## src/dshrs_pkg.sv

```systemverilog
package dshrs_pkg;

  localparam int PhaseW = 4;
  localparam int ActW   = 3;
  localparam int PosW   = 32;
  localparam int VelW   = 23;
  localparam int OffW   = 24;
  localparam int CmdW   = 2;
  localparam int StatW  = 2;
  localparam int RegIdxW = 3;

  // sequencing phases
  localparam logic [PhaseW-1:0] PH_SETUP    = 4'd0;
  localparam logic [PhaseW-1:0] PH_OFFSET   = 4'd1;
  localparam logic [PhaseW-1:0] PH_SPEEDUP  = 4'd2;
  localparam logic [PhaseW-1:0] PH_HOMING   = 4'd3;
  localparam logic [PhaseW-1:0] PH_HOMED    = 4'd4;
  localparam logic [PhaseW-1:0] PH_WAITING  = 4'd5;
  localparam logic [PhaseW-1:0] PH_REL_ONE  = 4'd6;
  localparam logic [PhaseW-1:0] PH_REL_TWO  = 4'd7;
  localparam logic [PhaseW-1:0] PH_RELEASED = 4'd8;

  // drive actions
  localparam logic [ActW-1:0] ACT_NONE = 3'd0;
  localparam logic [ActW-1:0] ACT_MOVE = 3'd1;
  localparam logic [ActW-1:0] ACT_RUN  = 3'd2;
  localparam logic [ActW-1:0] ACT_ARM  = 3'd3;
  localparam logic [ActW-1:0] ACT_STOP = 3'd4;

  localparam logic [CmdW-1:0] CMD_RELEASE = 2'd2;

  localparam logic [StatW-1:0] ST_SETUP   = 2'd0;
  localparam logic [StatW-1:0] ST_WAITING = 2'd1;
  localparam logic [StatW-1:0] ST_MOVING  = 2'd2;

  // configuration register indexes
  localparam logic [RegIdxW-1:0] REG_HOME_OFFSET  = 3'd0;
  localparam logic [RegIdxW-1:0] REG_HOMING_VEL   = 3'd1;
  localparam logic [RegIdxW-1:0] REG_CLOSED_POS   = 3'd2;
  localparam logic [RegIdxW-1:0] REG_FIRST_OPEN   = 3'd3;
  localparam logic [RegIdxW-1:0] REG_SECOND_OPEN  = 3'd4;
  localparam logic [RegIdxW-1:0] REG_FAST_VEL     = 3'd5;
  localparam logic [RegIdxW-1:0] REG_SLOW_VEL     = 3'd6;

  typedef struct packed {
    logic [OffW-1:0] home_offset_steps;
    logic [VelW-1:0] homing_velocity;
    logic [PosW-1:0] closed_position;
    logic [PosW-1:0] first_open_position;
    logic [PosW-1:0] second_open_position;
    logic [VelW-1:0] fast_velocity;
    logic [VelW-1:0] slow_velocity;
  } seq_cfg_t;

  typedef struct packed {
    logic            config_done;
    logic            in_place;
    logic            at_speed;
    logic            stalled;
    logic [PosW-1:0] position_now;
  } drive_in_t;

  typedef struct packed {
    logic [ActW-1:0]   action;
    logic [PosW-1:0]   target;
    logic [VelW-1:0]   speed;
    logic [PhaseW-1:0] phase;
  } lane_res_t;

endpackage

```

## src/dshrs_lane.sv

```systemverilog
module dshrs_lane (
  input  logic                clk,
  input  logic                rst,
  input  logic                step,
  input  logic                release_cmd,
  input  dshrs_pkg::seq_cfg_t  cfg,
  input  dshrs_pkg::drive_in_t drv,
  output dshrs_pkg::lane_res_t res
);
  import dshrs_pkg::*;

  logic [PhaseW-1:0] phase;
  logic [PhaseW-1:0] phase_next;
  logic [PosW-1:0]   offset_target;

  // sign-extend the offset; the sum wraps
  assign offset_target = drv.position_now +
                         {{(PosW-OffW){cfg.home_offset_steps[OffW-1]}},
                          cfg.home_offset_steps};

  always_comb begin
    phase_next = phase;
    res.action = ACT_NONE;
    res.target = '0;
    res.speed  = '0;
    unique case (phase)
      PH_SETUP: begin
        if (drv.config_done) begin
          res.action = ACT_MOVE;
          res.target = offset_target;
          res.speed  = cfg.homing_velocity;
          phase_next = PH_OFFSET;
        end
      end
      PH_OFFSET: begin
        if (drv.in_place) begin
          res.action = ACT_RUN;
          res.speed  = cfg.homing_velocity;
          phase_next = PH_SPEEDUP;
        end
      end
      PH_SPEEDUP: begin
        if (drv.at_speed) begin
          res.action = ACT_ARM;
          phase_next = PH_HOMING;
        end
      end
      PH_HOMING: begin
        if (drv.stalled) begin
          res.action = ACT_STOP;
          phase_next = PH_HOMED;
        end
      end
      PH_HOMED: begin
        // keep commanding the closed position until it is reached
        res.action = ACT_MOVE;
        res.target = cfg.closed_position;
        res.speed  = cfg.slow_velocity;
        if (drv.in_place) begin
          phase_next = PH_WAITING;
        end
      end
      PH_WAITING: begin
        if (release_cmd) begin
          res.action = ACT_MOVE;
          res.target = cfg.first_open_position;
          res.speed  = cfg.fast_velocity;
          phase_next = PH_REL_ONE;
        end
      end
      PH_REL_ONE: begin
        if (drv.in_place) begin
          res.action = ACT_MOVE;
          res.target = cfg.first_open_position;
          res.speed  = cfg.fast_velocity;
          phase_next = PH_REL_TWO;
        end
      end
      PH_REL_TWO: begin
        if (drv.in_place) begin
          res.action = ACT_MOVE;
          res.target = cfg.second_open_position;
          res.speed  = cfg.slow_velocity;
          phase_next = PH_RELEASED;
        end
      end
      PH_RELEASED: begin
        if (drv.in_place) begin
          res.action = ACT_MOVE;
          res.target = cfg.closed_position;
          res.speed  = cfg.slow_velocity;
          phase_next = PH_WAITING;
        end
      end
      default: begin
        phase_next = phase;
      end
    endcase
    res.phase = phase_next;
  end

  always_ff @(posedge clk) begin
    if (rst) begin
      phase <= PH_SETUP;
    end else if (step) begin
      phase <= phase_next;
    end
  end

endmodule

```

## src/dshrs_merge.sv

```systemverilog
module dshrs_merge (
  input  logic                       clk,
  input  logic                       rst,
  input  logic                       load,
  input  logic                       out_ready,
  input  dshrs_pkg::lane_res_t        right_res,
  input  dshrs_pkg::lane_res_t        left_res,
  output logic                       out_valid,
  output dshrs_pkg::lane_res_t        right_word,
  output dshrs_pkg::lane_res_t        left_word,
  output logic [dshrs_pkg::StatW-1:0] group_status
);
  import dshrs_pkg::*;

  logic [StatW-1:0] status_next;

  always_comb begin
    if (right_res.phase == PH_SETUP || left_res.phase == PH_SETUP) begin
      status_next = ST_SETUP;
    end else if (right_res.phase == PH_WAITING && left_res.phase == PH_WAITING) begin
      status_next = ST_WAITING;
    end else begin
      status_next = ST_MOVING;
    end
  end

  always_ff @(posedge clk) begin
    if (rst) begin
      out_valid <= 1'b0;
    end else if (load) begin
      out_valid <= 1'b1;
    end else if (out_ready) begin
      out_valid <= 1'b0;
    end
  end

  // hold the word while the receiver stalls
  always_ff @(posedge clk) begin
    if (load) begin
      right_word   <= right_res;
      left_word    <= left_res;
      group_status <= status_next;
    end
  end

endmodule

```

## src/dual_stepper_home_release_sequencer_core.sv

```systemverilog
// Dual stepper home and release sequencer.
//
// Input channel (in_valid/in_ready): one control tick per word, carrying the
// supervisor command and the flags and position of the right and left drive.
// Output channel (out_valid/out_ready): one word per tick with an action,
// target and speed for each drive and a combined group status.
// Configuration channel (cfg_valid/cfg_ready, cfg_index, cfg_data): always
// ready; writes the homing, position and velocity registers. Write only while
// no tick is outstanding.
//
// The result word is registered: a tick accepted at one edge shows its result
// word after that edge. Throughput is one tick per cycle; the two drive lanes
// decide combinationally and the output register takes a new word whenever
// it is empty or being drained in the same cycle.
// If the receiver stalls, the output word holds and in_ready drops until the
// word is taken; no tick is lost.
// Reset puts both drives in the set-up phase, clears every configuration
// register and empties the output register.
module dual_stepper_home_release_sequencer_core (
  input  logic               clk,
  input  logic               rst,
  input  logic               in_valid,
  output logic               in_ready,
  input  logic [1:0]         cmd,
  input  logic               right_config_done,
  input  logic               right_in_place,
  input  logic               right_at_speed,
  input  logic               right_stalled,
  input  logic signed [31:0] right_position_now,
  input  logic               left_config_done,
  input  logic               left_in_place,
  input  logic               left_at_speed,
  input  logic               left_stalled,
  input  logic signed [31:0] left_position_now,
  output logic               out_valid,
  input  logic               out_ready,
  output logic [2:0]         right_action,
  output logic signed [31:0] right_target,
  output logic [22:0]        right_speed,
  output logic [2:0]         left_action,
  output logic signed [31:0] left_target,
  output logic [22:0]        left_speed,
  output logic [1:0]         group_status,
  input  logic               cfg_valid,
  output logic               cfg_ready,
  input  logic [2:0]         cfg_index,
  input  logic [31:0]        cfg_data
);
  import dshrs_pkg::*;

  seq_cfg_t  cfg;
  drive_in_t right_in;
  drive_in_t left_in;
  lane_res_t right_res;
  lane_res_t left_res;
  lane_res_t right_word;
  lane_res_t left_word;
  logic      accept;
  logic      release_cmd;

  assign cfg_ready   = 1'b1;
  assign in_ready    = !out_valid || out_ready;
  assign accept      = in_valid && in_ready;
  assign release_cmd = (cmd == CMD_RELEASE);

  always_ff @(posedge clk) begin
    if (rst) begin
      cfg <= '0;
    end else if (cfg_valid && cfg_ready) begin
      unique case (cfg_index)
        REG_HOME_OFFSET: cfg.home_offset_steps    <= cfg_data[OffW-1:0];
        REG_HOMING_VEL:  cfg.homing_velocity      <= cfg_data[VelW-1:0];
        REG_CLOSED_POS:  cfg.closed_position      <= cfg_data;
        REG_FIRST_OPEN:  cfg.first_open_position  <= cfg_data;
        REG_SECOND_OPEN: cfg.second_open_position <= cfg_data;
        REG_FAST_VEL:    cfg.fast_velocity        <= cfg_data[VelW-1:0];
        REG_SLOW_VEL:    cfg.slow_velocity        <= cfg_data[VelW-1:0];
        default:         cfg <= cfg;
      endcase
    end
  end

  assign right_in = '{config_done:  right_config_done,
                      in_place:     right_in_place,
                      at_speed:     right_at_speed,
                      stalled:      right_stalled,
                      position_now: right_position_now};
  assign left_in  = '{config_done:  left_config_done,
                      in_place:     left_in_place,
                      at_speed:     left_at_speed,
                      stalled:      left_stalled,
                      position_now: left_position_now};

  dshrs_lane u_right (
    .clk         (clk),
    .rst         (rst),
    .step        (accept),
    .release_cmd (release_cmd),
    .cfg         (cfg),
    .drv         (right_in),
    .res         (right_res)
  );

  dshrs_lane u_left (
    .clk         (clk),
    .rst         (rst),
    .step        (accept),
    .release_cmd (release_cmd),
    .cfg         (cfg),
    .drv         (left_in),
    .res         (left_res)
  );

  dshrs_merge u_merge (
    .clk          (clk),
    .rst          (rst),
    .load         (accept),
    .out_ready    (out_ready),
    .right_res    (right_res),
    .left_res     (left_res),
    .out_valid    (out_valid),
    .right_word   (right_word),
    .left_word    (left_word),
    .group_status (group_status)
  );

  assign right_action = right_word.action;
  assign right_target = right_word.target;
  assign right_speed  = right_word.speed;
  assign left_action  = left_word.action;
  assign left_target  = left_word.target;
  assign left_speed   = left_word.speed;

endmodule

```

## config.mk

```make
export PLATFORM = sky130hd
export DESIGN_NAME = dual_stepper_home_release_sequencer_core
export DESIGN_NICKNAME = d
export VERILOG_FILES = /design/src/dshrs_pkg.sv /design/src/dshrs_lane.sv /design/src/dshrs_merge.sv /design/src/dual_stepper_home_release_sequencer_core.sv
export SDC_FILE = /design/constraint.sdc
export NUM_CORES = 1
export LEC_CHECK = 0
export BUFFER_PORTS_ARGS = -buffer_cell sky130_fd_sc_hd__clkbuf_2
export CAP_MARGIN = 20
export CORE_MARGIN = 5
export CORE_UTILIZATION = 35
export CTS_CLUSTER_SIZE = 24
export DETAILED_ROUTE_END_ITERATION = 6
export SYNTH_ARGS = -nofsm -noshare
export SYNTH_HDL_FRONTEND = slang
export SYNTH_HIERARCHICAL = 1
export SYNTH_SLANG_ARGS = --single-unit
```

## constraint.sdc

```tcl
create_clock -name clk -period 4.85 [get_ports clk]
set_clock_uncertainty 0.2 [all_clocks]
set_input_delay 0.97 -clock clk [delete_from_list [all_inputs] [get_ports clk]]
set_output_delay 0.97 -clock clk [all_outputs]
set_load 0.1 [all_outputs]
```

# Word level (Yosys, flattened, before mapping)
# Index checks and enable logic that the tools add are counted.
[word_totals] regBits=316 rom_bits=0 latch_bits=0 n_memories=0 mem_bits_rw=0 wordCells=108 out_inout_bits=121
[classes] n_reduce_logical=20 addsub=2 n_mux=44 div_mod_pow=0 mul=0 shift=0 eq_ne=25 order_cmp=0 bitwise=0
[ops] operator="$mux W56" n=9
[ops] operator="$pmux W32 S6" n=2
[ops] operator="$pmux W23 S7" n=2
[ops] operator="$add A32 B32 Y32" n=2
[ops] operator="$mux W4" n=16
[ops] operator="$pmux W4 S8" n=2
[ops] operator="$pmux W3 S9" n=2
[ops] operator="$mux W23" n=2
[ops] operator="$eq A4 B3 Y1 const B" n=10
[ops] operator="$eq A4 B2 Y1 const B" n=4
[ops] operator="$logic_not A4 Y1" n=4
[ops] operator="$reduce_and A2 Y1" n=7
[ops] operator="$mux W2" n=5
[ops] operator="$eq A3 B3 Y1 const B" n=3
[ops] operator="$eq A4 B1 Y1 const B" n=2
[ops] operator="$eq A4 B4 Y1 const B" n=2
[ops] operator="$eq A3 B2 Y1 const B" n=2
[ops] operator="$mux W3" n=2
[ops] operator="$reduce_or A2 Y1" n=2
[ops] operator="$eq A3 B1 Y1 const B" n=1
[ops] operator="$logic_not A3 Y1" n=1
[ops] operator="$eq A2 B2 Y1 const B" n=1
[ops] operator="$logic_and A1 B1 Y1" n=2
[ops] operator="$logic_or A1 B1 Y1" n=2
[ops] operator="other kinds (3)" n=4

# Logic depth before layout (Yosys ltp)
[depth] depth_word=6 mapped_depth=11 mapped_depth_nobuf=11

# Hierarchy
# The synthesis kept the hierarchy.
[by_module_without_submodules] module="dual_stepper_home_release_sequencer_core" instances=1 area_per_inst_um2=7424.6 seq_area_each_um2=3783.6 cells_each=662
[by_module_without_submodules] module="dshrs_lane" instances=2 area_per_inst_um2=3065.4 seq_area_each_um2=80.1 cells_each=436
[by_module_without_submodules] module="dshrs_merge" instances=1 area_per_inst_um2=3853.7 seq_area_each_um2=3803.6 cells_each=136

# Worst setup path before layout
# No wires, ideal clock.
[synth_path] kind="input to register" startpoint="in out_ready" endpoint="reg u_right.phase[0]" setup_slack_ns=-0.856 path_stages=5 required_ns=4.535 arrival_ns=5.391 path_cell_list="nand2b_1 > and2_1 > buf_1 > mux2i_1 > nor2_1"
[synth_via] elab_chain_cells=2
[synth_lines] element="start: declaration" line="dual_stepper_home_release_sequencer_core.sv:36" source="input logic out_ready,"
[synth_lines] element="$logic_or A1 B1 Y1" line="dual_stepper_home_release_sequencer_core.sv:62" source="assign in_ready = !out_valid || out_ready;"
[synth_lines] element="$logic_and A1 B1 Y1" line="dual_stepper_home_release_sequencer_core.sv:63" source="assign accept = in_valid && in_ready;"
[synth_lines] element="via accept" line="dual_stepper_home_release_sequencer_core.sv:58" source="logic accept;"
[synth_lines] element="end signal: assignment" line="dshrs_lane.sv:106" source="phase <= phase_next;"
[synth_lines] element="end: declaration" line="dshrs_lane.sv:12" source="logic [PhaseW-1:0] phase;"
# The timed path passes the listed nets, and every way through them passes these cells.
# A chain may end at the register's enable or synchronous reset.

==> results.yml <==
route:
  drtIter0Drc: 1484
  drc_errors: 6
  routed_wl_um: 55000
  first_pass_iters: 7
  vias: 14000
  post_drt_wl_per_cell_um: 21.6
  drtAntennaViolNets: 0
  viasPerCell: 5.52
status:
  status: "finished, violations left"
  violations: "DRC"
cts:
  cts_buffers: 38
  h-tree-depth: 2
  clock_insertion_delay_worst_skew_ns: 0.56
  ctsRootBufferMaster: "clkbuf_16"
  cts_hold_buf: 0
  cts_setup_buffers: 0
  cts_tree: "built"
  clock_tree.buffer_depth: 3
  clkSinkCount: 316
  cts.clk_slew.worst_paths_ns: 0.06
  cts_resized: 0
global_route:
  grt_pass1_vias: 13800
  grt_max_degree: 90
  antenna_found_initial: 1
  grt-busiest-layer: "met2"
  overflow: 0
  use_met2_pct: 30.7
  track_usage_pct: 19.7
  grt_use_met1_pct: 27.6
  grt_pass1_wl_um: 82200
  met3_usage_pct: 3.21
logic_synthesis:
  syn_area_um2: 17200
  yosys_warnings: 6
  avgSynthCellArea_um2: 10.3
  synth_nets: 1840
  syn_inst: 1662
power_and_ir_drop:
  p_leak_nw: 9.01
  power_density_nw_per_um2: 344
  ir_drop_v: 0.000221
floorplan:
  initial_core_util_pct: 35.2
  fp.dieW_um: 231
  coreArea_um2: 48700
  num_io_pins: 235
  dieArea_um2: 53600
  die_height_um: 231
  rows: 81
worst_hold_path:
  worstHoldStart: "cfg[149]"
  hold_class: "reg -> reg"
run:
  cap_viol_max_count: 0
sta:
  maxSlewHeadroom_pct: 35.3
  setup_slack_ns: 1.55
  fin_crit_ns: 3.30
  setup-violations-final: 0
  fin_crit_sh_pct: 68.1
  hold_violations: 0
  finalSetupTns_ns: 0
  worst_slew_pin_slew_ns: 0.971
  slew_viol_final: 0
  fmax_mhz: 303
  rsz0062_at_grt: "no"
critical_path:
  crit_fanout: 3
  path_class: "in -> reg"
  critPathLaunchType: "primary input"
  worst_ep_required_time_ns: 4.93
  startpoint: "left_position_now[0]"
  r2r_start: "cfg[166]"
  worstPathArrival_ns: 3.38
  worst_setup_path_end_kind: "flop"
placement:
  pre_cts_slack_ns: 0.974
  post-dp-hpwl_um: 38700
  port_buffers: 233
  routabilityCongestion: 0.922
final_layout:
  drive_gt1_share_pct: 20.5
  final_net_count: 2025
  final_util_pct: 41.2
  area_growth_pct: 17.1
worst max-delay path, cell delays in order:
cell	delay [ns]
clkbuf_2	0.14
ha_1	0.22
inv_1	0.07
fa_1	0.39
nand2b_1	0.18
a21oi_1	0.38
o221ai_2	0.21
a21oi_2	0.25
o311ai_2	0.19
o21ai_2	0.19
xnor2_1	0.13
o21ai_1	0.07
where the power goes:
part	internal [mW]	total, mW	switching (mW)
combinational	0.278	1.20	0.918
sequential	2.88	2.95	0.0710
clock	1.57	2.77	1.20
final timing paths:
path                                 end  slack (ns)  cells after the start
setup / recovery   u_merge/left_word[53]        1.55                     12
hold / removal                  cfg[149]        0.29                      2
setup reg to reg  u_merge/right_word[58]        1.70                      9
hold reg to reg                 cfg[149]        0.29                      2
cells in the final DEF (no fill, tap or decap), types with 5 or more instances in the layout:
cell       instances
nand2b_1         232
clkbuf_2         232
mux2i_1          203
dfxtp_1          198
edfxtp_1         118
a222oi_1         104
nand2_1           70
inv_1             67
o21ai_0           66
a21oi_1           65
ha_1              62
nor2_1            51
clkbuf_16         39
xnor2_1           32
buf_4             27
a21o_1            26
o21ai_1           24
nand3_1           22
xor2_1            20
nand4_1           13
o21bai_1          10
clkinv_2           9
o211ai_1           8
a211oi_1           8
and3_1             8
nor3_1             7
a31oi_1            6
o21ai_2            6
a221o_1            6
nor2b_1            5
nor2_2             5
through the flow:
step	cell area [um^2]	power [mW]	hold WS, ns	instances
after floorplan	17200	3.91	0.260	1662
after global placement	18900	4.18	0.271	2471
after detailed placement	18900	4.20	0.277	2471
after CTS	20100	6.98	0.292	2541
after global routing	20100	7.17	0.301	2542
final	20100	6.92	0.292	2542
layer usage:
metal  vias up  wire length [um]
li1       6542                 -
met1      6849             24700
met2       554             24700
met3        88              3980
met4         0              1600
met5         -                 0
sequential cells by signal, summed over array words and instances, names as in the netlist:
name,cells
u_left/phase,4
cfg,189
u_merge/left_word,58
u_merge/right_word,58
u_right/phase,4
u_merge/group_status,2
u_merge/out_valid,1
layout make-up:
type / instances / area (um^2)
Inverter: 69 / 259
Sequential cell: 316 / 7510
Tap cell: 664 / 831
Clock buffer: 45 / 1020
Timing Repair Buffer: 260 / 1380
Multi-Input combinational cell: 1162 / 8920
Antenna cell: 1 / 2.50
Clock inverter: 25 / 186
Fill cell: 4750 / 28600
No activity file was read; power rests on OpenSTA's default activity.
